$ cat src/rtl/pwdt_pkg.sv
// Package for the pin watchdog timer.
// Holds request codes, register indexes, reset values and the configuration struct.
package pwdt_pkg;

	localparam logic [1:0] REQ_TICK = 2'd0;
	localparam logic [1:0] REQ_KICK = 2'd1;
	localparam logic [1:0] REQ_ARM  = 2'd2;

	localparam int unsigned REG_ADDR_W = 5;
	localparam int unsigned REG_IDX_W  = 3;

	localparam logic [REG_IDX_W-1:0] REG_NORMAL_PIN_STATE    = 3'd0;
	localparam logic [REG_IDX_W-1:0] REG_TIMEOUT_PIN_STATE   = 3'd1;
	localparam logic [REG_IDX_W-1:0] REG_RESET_AFTER_TIMEOUT = 3'd2;
	localparam logic [REG_IDX_W-1:0] REG_ALL_PINS_MODE       = 3'd3;
	localparam logic [REG_IDX_W-1:0] REG_ALL_PINS_PATTERN    = 3'd4;
	localparam logic [REG_IDX_W-1:0] REG_RESET_DELAY_MS      = 3'd5;

	localparam logic [1:0]  RST_NORMAL_PIN_STATE  = 2'd2;
	localparam logic [1:0]  RST_TIMEOUT_PIN_STATE = 2'd0;
	localparam logic [15:0] RST_RESET_DELAY_MS    = 16'd10;

	localparam logic [15:0] HOLD_FOREVER = 16'hFFFF;

	typedef struct packed {
		logic [1:0]  normal_pin_state;
		logic [1:0]  timeout_pin_state;
		logic        reset_after_timeout;
		logic        all_pins_mode;
		logic [7:0]  all_pins_pattern;
		logic [15:0] reset_delay_ms;
	} cfg_t;

endpackage

$ cat src/rtl/pwdt_req_if.sv
// Request channel of the pin watchdog timer: valid/ready with request payload.
// Standalone; no package dependency.
interface pwdt_req_if;
	logic        valid;
	logic        ready;
	logic [1:0]  req_type;
	logic [15:0] load_value;

	modport source (output valid, output req_type, output load_value, input ready);
	modport sink (input valid, input req_type, input load_value, output ready);
endinterface

$ cat src/rtl/pwdt_res_if.sv
// Result channel of the pin watchdog timer: valid/ready with result payload.
// Standalone; no package dependency.
interface pwdt_res_if;
	logic        valid;
	logic        ready;
	logic        pin_drive_valid;
	logic [1:0]  pin_state;
	logic        all_pins_valid;
	logic [7:0]  all_pins_states;
	logic        reset_request;
	logic [15:0] remaining_ms;

	modport source (output valid, output pin_drive_valid, output pin_state,
		output all_pins_valid, output all_pins_states, output reset_request,
		output remaining_ms, input ready);
	modport sink (input valid, input pin_drive_valid, input pin_state,
		input all_pins_valid, input all_pins_states, input reset_request,
		input remaining_ms, output ready);
endinterface

$ cat src/rtl/pwdt_cfg_regs.sv
// APB-style configuration register file of the pin watchdog timer.
// Depends on pwdt_pkg for register indexes, reset values and cfg_t.
module pwdt_cfg_regs (
	input  logic                             clk,
	input  logic                             arst_n,
	input  logic                             psel,
	input  logic                             penable,
	input  logic                             pwrite,
	input  logic [pwdt_pkg::REG_ADDR_W-1:0]  paddr,
	input  logic [31:0]                      pwdata,
	output logic [31:0]                      prdata,
	output logic                             pready,
	output pwdt_pkg::cfg_t                   cfg
);

	pwdt_pkg::cfg_t                 cfg_q;
	logic [pwdt_pkg::REG_IDX_W-1:0] idx;
	logic                           wr_en;

	assign pready = 1'b1;
	assign idx    = paddr[pwdt_pkg::REG_ADDR_W-1:2];
	assign wr_en  = psel && penable && pwrite && pready;
	assign cfg    = cfg_q;

	always_ff @(posedge clk or negedge arst_n) begin
		if (!arst_n) begin
			cfg_q.normal_pin_state    <= pwdt_pkg::RST_NORMAL_PIN_STATE;
			cfg_q.timeout_pin_state   <= pwdt_pkg::RST_TIMEOUT_PIN_STATE;
			cfg_q.reset_after_timeout <= 1'b0;
			cfg_q.all_pins_mode       <= 1'b0;
			cfg_q.all_pins_pattern    <= 8'd0;
			cfg_q.reset_delay_ms      <= pwdt_pkg::RST_RESET_DELAY_MS;
		end else if (wr_en) begin
			unique case (idx)
				pwdt_pkg::REG_NORMAL_PIN_STATE:    cfg_q.normal_pin_state    <= pwdata[1:0];
				pwdt_pkg::REG_TIMEOUT_PIN_STATE:   cfg_q.timeout_pin_state   <= pwdata[1:0];
				pwdt_pkg::REG_RESET_AFTER_TIMEOUT: cfg_q.reset_after_timeout <= pwdata[0];
				pwdt_pkg::REG_ALL_PINS_MODE:       cfg_q.all_pins_mode       <= pwdata[0];
				pwdt_pkg::REG_ALL_PINS_PATTERN:    cfg_q.all_pins_pattern    <= pwdata[7:0];
				pwdt_pkg::REG_RESET_DELAY_MS:      cfg_q.reset_delay_ms      <= pwdata[15:0];
				default: ;
			endcase
		end
	end

	always_comb begin
		unique case (idx)
			pwdt_pkg::REG_NORMAL_PIN_STATE:    prdata = {30'd0, cfg_q.normal_pin_state};
			pwdt_pkg::REG_TIMEOUT_PIN_STATE:   prdata = {30'd0, cfg_q.timeout_pin_state};
			pwdt_pkg::REG_RESET_AFTER_TIMEOUT: prdata = {31'd0, cfg_q.reset_after_timeout};
			pwdt_pkg::REG_ALL_PINS_MODE:       prdata = {31'd0, cfg_q.all_pins_mode};
			pwdt_pkg::REG_ALL_PINS_PATTERN:    prdata = {24'd0, cfg_q.all_pins_pattern};
			pwdt_pkg::REG_RESET_DELAY_MS:      prdata = {16'd0, cfg_q.reset_delay_ms};
			default:                           prdata = 32'd0;
		endcase
	end

endmodule

$ cat src/rtl/pwdt_core.sv
// Watchdog datapath: input register, counter/pattern state and result register.
// Depends on pwdt_pkg, pwdt_req_if and pwdt_res_if.
module pwdt_core #(
	parameter int unsigned PIN_COUNT = 4
) (
	input  logic           clk,
	input  logic           arst_n,
	input  pwdt_pkg::cfg_t cfg,
	pwdt_req_if.sink       req,
	pwdt_res_if.source     rsp
);

	localparam int unsigned PIN_BITS = 2 * PIN_COUNT;
	localparam logic [7:0]  PIN_MASK = 8'((16'd1 << PIN_BITS) - 16'd1);

	logic        valid_s1;
	logic [1:0]  req_type_s1;
	logic [15:0] load_value_s1;

	logic [15:0] remaining_q;
	logic [15:0] delay_q;
	logic [7:0]  pattern_q;

	logic        valid_s2;
	logic        pin_drive_valid_s2;
	logic [1:0]  pin_state_s2;
	logic        all_pins_valid_s2;
	logic [7:0]  all_pins_states_s2;
	logic        reset_request_s2;
	logic [15:0] remaining_ms_s2;

	logic        advance;
	logic [15:0] remaining_n;
	logic [15:0] delay_n;
	logic [7:0]  pattern_n;
	logic        drive_v;
	logic [1:0]  drive_s;
	logic        all_v;
	logic [7:0]  all_s;
	logic        rst_req;

	assign advance   = valid_s1 && (!valid_s2 || rsp.ready);
	assign req.ready = !valid_s1 || advance;

	always_comb begin
		remaining_n = remaining_q;
		delay_n     = delay_q;
		pattern_n   = pattern_q;
		drive_v     = 1'b0;
		drive_s     = 2'd0;
		all_v       = 1'b0;
		all_s       = 8'd0;
		rst_req     = 1'b0;
		unique case (req_type_s1)
			pwdt_pkg::REQ_ARM: begin
				remaining_n = load_value_s1;
				delay_n     = cfg.reset_delay_ms;
				pattern_n   = cfg.all_pins_pattern;
				drive_v     = 1'b1;
				drive_s     = cfg.normal_pin_state;
			end
			pwdt_pkg::REQ_KICK: begin
				remaining_n = load_value_s1;
			end
			pwdt_pkg::REQ_TICK: begin
				if (remaining_q != 16'd0) begin
					remaining_n = remaining_q - 16'd1;
					if (remaining_q == 16'd1) begin
						drive_v = 1'b1;
						drive_s = cfg.timeout_pin_state;
						if (cfg.all_pins_mode) begin
							all_v     = 1'b1;
							all_s     = pattern_q & PIN_MASK;
							pattern_n = pattern_q >> PIN_BITS;
						end
					end
				end else if (delay_q != 16'd0) begin
					if (delay_q != pwdt_pkg::HOLD_FOREVER) begin
						delay_n = delay_q - 16'd1;
					end
				end else if (cfg.reset_after_timeout) begin
					rst_req = 1'b1;
				end else begin
					drive_v = 1'b1;
					drive_s = cfg.normal_pin_state;
				end
			end
			default: ;
		endcase
	end

	always_ff @(posedge clk or negedge arst_n) begin
		if (!arst_n) begin
			valid_s1    <= 1'b0;
			valid_s2    <= 1'b0;
			remaining_q <= 16'd0;
			delay_q     <= 16'd0;
			pattern_q   <= 8'd0;
		end else begin
			if (req.ready) begin
				valid_s1 <= req.valid;
			end
			if (advance) begin
				valid_s2    <= 1'b1;
				remaining_q <= remaining_n;
				delay_q     <= delay_n;
				pattern_q   <= pattern_n;
			end else if (rsp.ready) begin
				valid_s2 <= 1'b0;
			end
		end
	end

	always_ff @(posedge clk) begin
		if (req.valid && req.ready) begin
			req_type_s1   <= req.req_type;
			load_value_s1 <= req.load_value;
		end
		if (advance) begin
			pin_drive_valid_s2 <= drive_v;
			pin_state_s2       <= drive_s;
			all_pins_valid_s2  <= all_v;
			all_pins_states_s2 <= all_s;
			reset_request_s2   <= rst_req;
			remaining_ms_s2    <= remaining_n;
		end
	end

	assign rsp.valid           = valid_s2;
	assign rsp.pin_drive_valid = pin_drive_valid_s2;
	assign rsp.pin_state       = pin_state_s2;
	assign rsp.all_pins_valid  = all_pins_valid_s2;
	assign rsp.all_pins_states = all_pins_states_s2;
	assign rsp.reset_request   = reset_request_s2;
	assign rsp.remaining_ms    = remaining_ms_s2;

endmodule

$ cat src/rtl/pin_watchdog_timer.sv
// Pin watchdog timer top level: APB configuration registers and watchdog core.
// Depends on pwdt_pkg, pwdt_req_if, pwdt_res_if, pwdt_cfg_regs and pwdt_core.
// Pipeline: a request passes the input register, then the result register; an untaken result holds it.
// Throughput: one request per cycle while results are taken; the counter update is combinational.
// Reset: asynchronous; counters and pattern clear, registers take their defaults.
module pin_watchdog_timer #(
	parameter int unsigned PIN_COUNT = 4
) (
	input  logic                             clk,
	input  logic                             arst_n,
	input  logic                             psel,
	input  logic                             penable,
	input  logic                             pwrite,
	input  logic [pwdt_pkg::REG_ADDR_W-1:0]  paddr,
	input  logic [31:0]                      pwdata,
	output logic [31:0]                      prdata,
	output logic                             pready,
	pwdt_req_if.sink                         req,
	pwdt_res_if.source                       rsp
);

	pwdt_pkg::cfg_t cfg;

	pwdt_cfg_regs u_cfg_regs (
		.clk     (clk),
		.arst_n  (arst_n),
		.psel    (psel),
		.penable (penable),
		.pwrite  (pwrite),
		.paddr   (paddr),
		.pwdata  (pwdata),
		.prdata  (prdata),
		.pready  (pready),
		.cfg     (cfg)
	);

	pwdt_core #(
		.PIN_COUNT (PIN_COUNT)
	) u_core (
		.clk    (clk),
		.arst_n (arst_n),
		.cfg    (cfg),
		.req    (req),
		.rsp    (rsp)
	);

endmodule
$ cat src/flat_wrapper.sv
// flat-port wrapper written by rule: the top's interface ports become plain ports
module pin_watchdog_timer_flat 
#(
	parameter int unsigned PIN_COUNT = 4
)
  (clk, arst_n, psel, penable, pwrite, paddr, pwdata, prdata, pready, req_valid, req_req_type, req_load_value, req_ready, rsp_valid, rsp_pin_drive_valid, rsp_pin_state, rsp_all_pins_valid, rsp_all_pins_states, rsp_reset_request, rsp_remaining_ms, rsp_ready);
  pwdt_req_if req_i ();
  pwdt_res_if rsp_i ();
  input  logic clk;
  input  logic arst_n;
  input  logic psel;
  input  logic penable;
  input  logic pwrite;
  input  logic [pwdt_pkg::REG_ADDR_W-1:0] paddr;
  input  logic [31:0] pwdata;
  output logic [31:0] prdata;
  output logic pready;
  input wire logic [$bits(req_i.valid)-1:0] req_valid;
  input wire logic [$bits(req_i.req_type)-1:0] req_req_type;
  input wire logic [$bits(req_i.load_value)-1:0] req_load_value;
  output wire logic [$bits(req_i.ready)-1:0] req_ready;
  output wire logic [$bits(rsp_i.valid)-1:0] rsp_valid;
  output wire logic [$bits(rsp_i.pin_drive_valid)-1:0] rsp_pin_drive_valid;
  output wire logic [$bits(rsp_i.pin_state)-1:0] rsp_pin_state;
  output wire logic [$bits(rsp_i.all_pins_valid)-1:0] rsp_all_pins_valid;
  output wire logic [$bits(rsp_i.all_pins_states)-1:0] rsp_all_pins_states;
  output wire logic [$bits(rsp_i.reset_request)-1:0] rsp_reset_request;
  output wire logic [$bits(rsp_i.remaining_ms)-1:0] rsp_remaining_ms;
  input wire logic [$bits(rsp_i.ready)-1:0] rsp_ready;
  assign req_i.valid = req_valid;
  assign req_i.req_type = req_req_type;
  assign req_i.load_value = req_load_value;
  assign req_ready = req_i.ready;
  assign rsp_valid = rsp_i.valid;
  assign rsp_pin_drive_valid = rsp_i.pin_drive_valid;
  assign rsp_pin_state = rsp_i.pin_state;
  assign rsp_all_pins_valid = rsp_i.all_pins_valid;
  assign rsp_all_pins_states = rsp_i.all_pins_states;
  assign rsp_reset_request = rsp_i.reset_request;
  assign rsp_remaining_ms = rsp_i.remaining_ms;
  assign rsp_i.ready = rsp_ready;
  pin_watchdog_timer #(.PIN_COUNT(PIN_COUNT)) u_core (.clk(clk), .arst_n(arst_n), .psel(psel), .penable(penable), .pwrite(pwrite), .paddr(paddr), .pwdata(pwdata), .prdata(prdata), .pready(pready), .req(req_i), .rsp(rsp_i));
endmodule
$ cat config.mk
export PLATFORM = sky130hd
export DESIGN_NAME = pin_watchdog_timer_flat
export DESIGN_NICKNAME = d
export VERILOG_FILES = /design/src/rtl/pwdt_pkg.sv /design/src/rtl/pwdt_req_if.sv /design/src/rtl/pwdt_res_if.sv /design/src/rtl/pwdt_cfg_regs.sv /design/src/rtl/pwdt_core.sv /design/src/rtl/pin_watchdog_timer.sv /design/src/flat_wrapper.sv
export SDC_FILE = /design/constraint.sdc
export NUM_CORES = 1
export LEC_CHECK = 0
export BUFFER_PORTS_ARGS = -buffer_cell sky130_fd_sc_hd__buf_2
export CAP_MARGIN = 25
export CELL_PAD_IN_SITES_DETAIL_PLACEMENT = 1
export CELL_PAD_IN_SITES_GLOBAL_PLACEMENT = 2
export CORE_ASPECT_RATIO = 1.5
export CORE_MARGIN = 2
export CORE_UTILIZATION = 32
export DETAILED_ROUTE_END_ITERATION = 10
export PLACE_DENSITY = 0.73
export SETUP_SLACK_MARGIN = 0.05
export SKIP_LAST_GASP = 1
export SLEW_MARGIN = 10
export SYNTH_ARGS = -nofsm -noshare
export SYNTH_HDL_FRONTEND = slang
export SYNTH_HIERARCHICAL = 1
export SYNTH_SLANG_ARGS = --single-unit
$ cat constraint.sdc
create_clock -name clk -period 2.47 [get_ports clk]
set_clock_uncertainty 0.05 [all_clocks]
set_input_delay 0 -clock clk [delete_from_list [all_inputs] [get_ports clk]]
set_output_delay 0 -clock clk [all_outputs]
set_load 0.02 [all_outputs]
* Word-level counts from Yosys, hierarchy flattened
Cells that the tools add are included.
** Operators by class
- Add/subtract/negate cells :: 2
- Equal/unequal tests :: 15
- Mux-type cells :: 25
- Bitwise gates (word level) :: 1
- Reduce and logical (&&, ||, !) cells :: 26
** Operators with widths (count)
- $pmux W16 S6 :: 1
- $mux W16 :: 4
- $pmux W16 S2 :: 2
- $reduce_bool A16 Y1 :: 2
- $sub A16 B1 Y16 const B :: 2
- $mux W8 :: 3
- $eq A16 B1 Y1 const B :: 1
- $ne A16 B16 Y1 const B :: 1
- $pmux W8 S2 :: 1
- $reduce_and A2 Y1 :: 6
- $ne A2 B2 Y1 const B :: 5
- $reduce_and A5 Y1 :: 2
- $mux W1 :: 8
- $mux W2 :: 4
- $eq A3 B2 Y1 const B :: 2
- $eq A3 B3 Y1 const B :: 2
- $logic_and A1 B1 Y1 :: 4
- $pmux W2 S2 :: 1
- $reduce_and A4 Y1 :: 1
- $reduce_bool A2 Y1 :: 2
- $eq A3 B1 Y1 const B :: 1
- $logic_not A3 Y1 :: 1
- $reduce_and A3 Y1 :: 1
- $reduce_or A3 Y1 :: 1
- 9 further kinds :: 11
** Storage, ports and cells
- Register bits :: 119
- Output and inout port bits :: 64
- Word-level logic and storage cells :: 88

* Depth between registers and ports, before layout
Gate-level depths: netlist (run 1).
- Depth in word-level cells :: 5
- Mapped depth :: 10
- Gate-level depth less buffers :: 8

* Hierarchy
The synthesis (run 1) kept the hierarchy.
** Modules (own cells, without submodules)
- pwdt_core :: times used 1, cells an instance 425, area an instance 4453.0 µm², seq. area each 2462.4 µm²
- pwdt_cfg_regs :: times used 1, cells an instance 123, area an instance 1577.8 µm², seq. area each 754.5 µm²

* Least setup slack after synthesis (run 1)
Ideal clock, no wire load.
- Path type :: register to register
- From :: register u_core.u_core.delay_q[4]
- To :: register u_core.u_core.pin_state_s2[1], in the netlist u_core/u_core/rsp.pin_state[1], data pin
- Library setup time :: 0.131 ns
- Arrival time :: 2.338 ns
- Required time :: 2.289 ns
- Slack :: -0.049 ns
- Cell stages (with the launch flop) :: 8
- Buffers on the path :: 1
- Cells stage by stage :: dfrtp_1 -> or4_4 -> or3_4 -> or4_4 -> buf_6 -> nor3_2 -> or2_1 -> a22o_1
** Between the ends
- Longest elaborated chain between the ends :: 4
** Ends and longest elaborated chain
- start, declared :: RTL line pwdt_core.sv:21 : logic [15:0] delay_q;
- start signal, assigned :: RTL line pwdt_core.sv:106 : delay_q <= delay_n;
- $reduce_bool A16 Y1 :: RTL line pwdt_core.sv:77 : end else if (delay_q != 16'd0) begin
- $mux W2 :: RTL line pwdt_core.sv:77
- $mux W2 :: RTL line pwdt_core.sv:66 : if (remaining_q != 16'd0) begin
- $pmux W2 S2 :: RTL line pwdt_core.sv:54 : unique case (req_type_s1)
- via u_core.u_core.drive_s[1] :: RTL line pwdt_core.sv:37 : logic [1:0] drive_s;
- end signal, assigned :: RTL line pwdt_core.sv:121 : pin_state_s2 <= drive_s;
- end, declared :: RTL line pwdt_core.sv:26 : logic [1:0] pin_state_s2;
The timed path passes the listed nets, and every way through them passes these cells.
A chain may end at the register's enable or synchronous reset.

* Worst setup path in the final report (run 1)
- From :: register u_core.u_core.delay_q[4]
- To :: register u_core.u_core.pin_state_s2[0], in the netlist u_core/u_core/rsp.pin_state[0], data pin
The elaborated chain is that of the path after synthesis.

==> results of run 1 <==
==> worst max-delay path, cell delays in order, from the launching register on <==
cell and delay (ps):
dfrtp_1 380, or4_4 540, or3_4 380, or4_4 510, nor3_4 190, or2_1 160, a22o_1 140
==> cell type report <==
| class | instances | area share |
|---|---|---|
| clock inverter | 11 | 0.0135 |
| timing repair buffer | 191 | 0.168 |
| multi-input combinational | 385 | 0.319 |
| clock buffer | 21 | 0.0604 |
| inverter | 13 | 0.00598 |
| tap | 252 | 0.0387 |
| sequential | 119 | 0.394 |
==> per-stage QoR <==
step                hold slack (ps)  power, W  instance area [µm²]  worst slack (ps)  std cells
finish                         24.2   0.00686                 8160             -11.3        992
global route                   23.1   0.00720                 8160             -84.9        992
CTS                            1.57   0.00691                 8100             -73.3        989
detailed placement              103   0.00429                 7080             -64.5        917
global placement               85.0   0.00421                 7080             -1.80        917
floorplan                      -346   0.00365                 6090              61.0        563
==> flip-flops by register name, summed over array words and instances, names as in the netlist, 2 cells and up <==
name	flops
u_core/u_cfg_regs/cfg	30
u_core/u_core/delay_q	16
u_core/u_core/load_value_s1	16
u_core/u_core/pattern_q	8
u_core/u_core/remaining_q	16
u_core/u_core/req_type_s1	2
u_core/u_core/rsp.all_pins_states	8
u_core/u_core/rsp.pin_state	2
u_core/u_core/rsp.remaining_ms	16
==> kinds of logic after synthesis <==
kind of cell | synth area share
AO/OA/AOI/OAI | 0.147
adder cells (fa/ha/maj) | 0.0187
buffers and inverters | 0.0537
flip-flops | 0.533
multiplexers | 0.0741
other | 0.00125
AND/OR/NAND/NOR | 0.172
==> path summary, 6_finish.rpt <==
path | startpoint | to | slack, ps | cells after the start
setup / recovery | u_core/u_core/delay_q[4] | u_core/u_core/rsp.pin_state[0] | -10 | 6
hold / removal | paddr[4] | u_core/u_cfg_regs/cfg[24] | 20 | 3
setup reg to reg | u_core/u_core/delay_q[4] | u_core/u_core/rsp.pin_state[0] | -10 | 6
hold reg to reg | u_core/u_cfg_regs/cfg[8] | u_core/u_core/delay_q[8] | 450 | 2
max in group asynchronous | arst_n | u_core/u_cfg_regs/cfg[3] | 1440 | 3
min in group asynchronous | arst_n | u_core/u_core/remaining_q[6] | 160 | 2
==> synth_stat cells, drive strengths merged (2+ instances only) <==
master   number
dfstp         3
a2bb2oi       3
edfxtp       47
nand2        39
nor2         29
nand3        12
a31oi         3
o311ai        3
or3           6
o21ai        48
mux2         32
ha            9
conb          2
a22oi         3
o31a          2
a22o         10
nor2b         8
nor3         19
or4           5
a221o         3
o41ai         2
a21oi        25
nand3b        4
clkbuf       21
and3         21
nand2b        6
o22ai        10
buf          25
nand4b        2
a211oi        4
dfrtp        69
mux2i         6
nor3b         2
and3b         2
o211ai        6
a32oi         4
a221oi        2
and2          3
inv          13
nor4         12
a21o          2
nand4        10
==> routing by layer <==
metal / vias to the layer above / share of wire / wire (µm) / global-route usage
met5: - / 0 / 0 / 0
met4: 0 / 0.016 / 307 / 0.0642
met3: 25 / 0.031 / 574 / 0.0365
met2: 122 / 0.56 / 10400 / 0.366
met1: 2567 / 0.40 / 7390 / 0.215
li1: 2401 / - / - / -
==> what timing repair did <==
item,4_1_cts,5_1_grt
gates resized for setup,4,12
hold buffers,39,0
pin swaps,3,3
gates cloned,0,0
hold endpoints to repair,77,0
buffers inserted,1,3
setup endpoints to repair,15,33
==> report_power, final <==
group | internal, W | switching, W | leakage [nW] | total, W
Clock | 0.00155 | 0.000969 | 0.292 | 0.00251
Sequential | 0.00246 | 0.000362 | 1.35 | 0.00282
Combinational | 0.000700 | 0.000828 | 1.91 | 0.00153
==> run summary, run 1 <==
Area growth syn-to-layout: 35.2%
Die ar.: 0.0200 mm²
most frequent cells in the layout: 90 x buf_2, 69 x dfrtp_1, 57 x buf_4
#FFs+latches synth: 119
largest net degree at the start of global routing: 46
I/O pins: 126
Max Buffers Root-to-Sink: 2
Leak: 3.56 nW
most common cell after layout, fill and taps aside: buf_2
Worst Path Required: 2710 ps
final setup fails: 2
Power per Cell Area: 842 mW/mm²
CP endpoint kind: flop
Num CTS Buffers: 17
worst setup margin: -11.3 ps
status: complete, but fails checks
Fmax achieved: 403 MHz
WS Path Type: flop to flop
Synth top area share: 0.286
grt total ovfl: 0
Syn Area/Cell: 11.0 µm²
# diodes: 0
Clock Latency Late Sink: 420 ps
DRC: 0
RSZ-0062 raised after global routing: yes
Tcrit/Tclk final: 1.00
Vias: 5,115
router iterations before antenna repair: 4
max-slew violations: 0
antenna viol nets, final: 0
Post-synth top flop: dfrtp_1
ys async rst share: 0.605
HP Class: input pin to flop
initial DRC count: 257
gr usage total: 0.194
register area: 0.00322 mm²
Die W: 116 µm
ratio of cells with drive above 1 in the final layout: 0.327
Post-Syn Instances: 548
synth top area cells: dfrtp_1 29%, edfxtp_1 23%, mux2_2 6.0%, o21ai_0 3.8%, nand2_1 2.4%
final core utilization: 0.440
number of global-route vias before repair: 5,447
violated checks: setup timing
Starting Density: 0.325
CP startpoint kind: flop
worst vdd ir: 439 µV
Seq/Total Area, Yosys: 0.533
Vias/cell: 5.16
antenna violations before repair: 0
EDFF count, synth: 47
H-tree depth: 4
CP Data Arrival Time: 2720 ps
Cell Area, Synth: 0.00603 mm²
first-pass GRT wire length: 29,300 µm
Setup TNS Final: -19.6 ps
placer congestion estimate: 0.858
clock-pin slew on the worst setup and hold paths: 60 ps
WL per Instance: 18.8 µm
clk sinks: 119
crit path max fanout: 5
CTS tree: built
count of cell types in the netlist: 67
Tmin final: 2480 ps
Rel. slew slack: 0.463
Post-Route WL: 18,600 µm
area of the core: 0.0185 mm²
Final Hold Viols: 0
measured slew at the worst slew-check pin: 806 ps
# port buffers: 90
fill count: 2,056
CTS root buf: clkbuf_16
hpwl dp: 13,200 µm
multi-input logic area: 0.00260 mm²
Die H: 172 µm
final net count: 798
Ys Warns: 6
Max Cap Viol: 0
# rows: 61
post-synth top area cell: dfrtp_1
(Power assumes the default switching activity.)
==> run 2, diff against run 1 <==
- ABC_AREA: not set -> 0
- CORE_ASPECT_RATIO: 1.5 -> not set
==> run summary, run 2 (same netlist as run 1, synthesis figures left out) <==
CP peak stage delay: 540 ps
largest net degree at the start of global routing: 49
WL per Instance: 19.1 µm
# port buffers: 90
Area growth syn-to-layout: 33.0%
Vias/cell: 5.34
initial DRC count: 276
gr usage total: 0.188
Max Buffers Root-to-Sink: 2
Final Hold Viols: 0
number of global-route vias before repair: 5,482
area of the core: 0.0186 mm²
most frequent cells in the layout: 90 x buf_2, 69 x dfrtp_1, 47 x edfxtp_1
slowest CP cell: or4_4
most frequent CP cell: or4_4
Die ar.: 0.0200 mm²
WS Path Type: flop to flop
grt total ovfl: 0
final net count: 784
Clock Latency Late Sink: 420 ps
Fmax achieved: 405 MHz
hold_sp: penable
HP Class: input pin to flop
CTS root buf: clkbuf_16
clock-pin slew on the worst setup and hold paths: 60 ps
setup slack at placement: -44.1 ps
multi-input logic area: 0.00261 mm²
delay-heaviest family, CP: simple AND/OR/NAND/NOR gates
fill count: 2,079
Post-Route WL: 18,300 µm
crit path max fanout: 6
antenna violations before repair: 0
Tcrit/Tclk final: 1.00
H-tree depth: 4
Buffers & Inverters on Critical Path: 0
worst setup margin: 0.751 ps
Power per Cell Area: 849 mW/mm²
antenna viol nets, final: 0
Num CTS Buffers: 17
Worst Path Required: 2710 ps
measured slew at the worst slew-check pin: 826 ps
CTS tree: built
max reg flops: 30
CP endpoint kind: flop
# diodes: 0
# rows: 50
Tmin final: 2470 ps
Leak: 3.47 nW
RSZ-0062 raised after global routing: yes
max-slew violations: 0
DR WL met3: 604 µm
CP Data Arrival Time: 2710 ps
FF-to-FF End: u_core/u_core/rsp.pin_state[0]
Max Cap Viol: 0
WHS Path Cells: 4
final setup fails: 0
hpwl dp: 12,700 µm
reg2reg setup slack: 0.8 ps
DRC: 0
Die H: 141 µm
Worst R2R Start: u_core/u_core/delay_q[7]
final core utilization: 0.432
clk sinks: 119
Starting Density: 0.325
highest metal used: met4
Rel. slew slack: 0.449
worst path cell trace: or4_4 -> or3_4 -> or4_4 -> nor3_4 -> or2_1 -> a22o_1
first-pass GRT wire length: 29,400 µm
Worst Reg-to-Reg Cells: 6
Die W: 141 µm
register area: 0.00322 mm²
routed wl met2: 9610 µm
placer congestion estimate: 0.867
CP startpoint kind: flop
router iterations before antenna repair: 4
status: finished clean
I/O pins: 126
most common cell after layout, fill and taps aside: buf_2
worst vdd ir: 435 µV
routed length on met1: 7940 µm
CP Depth: 6
Hold Path End: u_core/u_cfg_regs/cfg[24]
Vias: 5,126
ratio of cells with drive above 1 in the final layout: 0.314
-- run 2: cell count changes in the layout (fill, tap and decap cells not counted), moves of 2 or more --
cell	previous run	this run
buf_4	57	44
buf_12	5	3
clkbuf_16	19	21
clkinv_2	0	2
nor3_1	13	11
nor3_2	3	5
nor4_2	1	3
o21ai_0	42	44
-- run 2: metrics by stage --
step	hold slack, ps	cells	setup TNS [ps]	cell area (µm²)	total power [W]
detailed placement	78.6	886	-44.1	6920	0.00424
finish	98.0	960	0	8020	0.00681
CTS	76.1	959	-8.97	7940	0.00684
global placement	65.3	886	0	6920	0.00417
global route	112	960	-941	8020	0.00716
floorplan	-346	563	0	6090	0.00365
-- run 2: repair_timing --
item,in CTS,in global routing
buffers inserted,1,1
hold endpoints to repair,74,0
hold buffers,40,0
pin swaps,0,6
resized for setup,3,11
setup endpoints to repair,10,30
-- run 2: where the power goes --
part           switching [W]  leakage, nW  total, W  internal (W)
Combinational       0.000804         1.82   0.00146      0.000660
Clock               0.000967        0.298   0.00250       0.00153
Sequential          0.000383         1.35   0.00284       0.00246
-- run 2: worst reg2reg max path, stage by stage (launching register included) --
cell	delay, ps
dfrtp_1	380
or4_4	540
or3_4	420
or4_4	500
nor3_4	150
or2_1	160
a22o_1	140
-- run 2: how the worst max path moves through the flow --
| stage | endpoint | start |
|---|---|---|
| 2_1_floorplan | u_core/u_core/rsp.pin_state[1] | u_core/u_core/delay_q[5] |
| 3_3_place_gp | u_core/u_core/rsp.pin_state[1] | u_core/u_core/delay_q[7] |
| 3_5_place_dp | u_core/u_core/delay_q[9] | u_core/u_core/delay_q[7] |
| 4_1_cts | u_core/u_core/rsp.pin_state[0] | u_core/u_core/delay_q[7] |
| 5_1_grt | u_core/u_core/delay_q[9] | u_core/u_core/delay_q[7] |
| 6_report | u_core/u_core/rsp.pin_state[0] | u_core/u_core/delay_q[7] |
-- run 2: layer usage --
layer  up-vias  GRT usage
li1       2370          -
met1      2614      0.233
met2       124      0.329
met3        18     0.0371
met4         0     0.0637
met5         -          0
-- run 2: final cells by class --
cell class                 instances  share of cell area
clock buffer                      22              0.0660
clock inverter                    10             0.00952
inverter                          13             0.00609
multi-input combinational        385               0.326
sequential                       119               0.401
tap                              234              0.0365
timing repair buffer             177               0.155
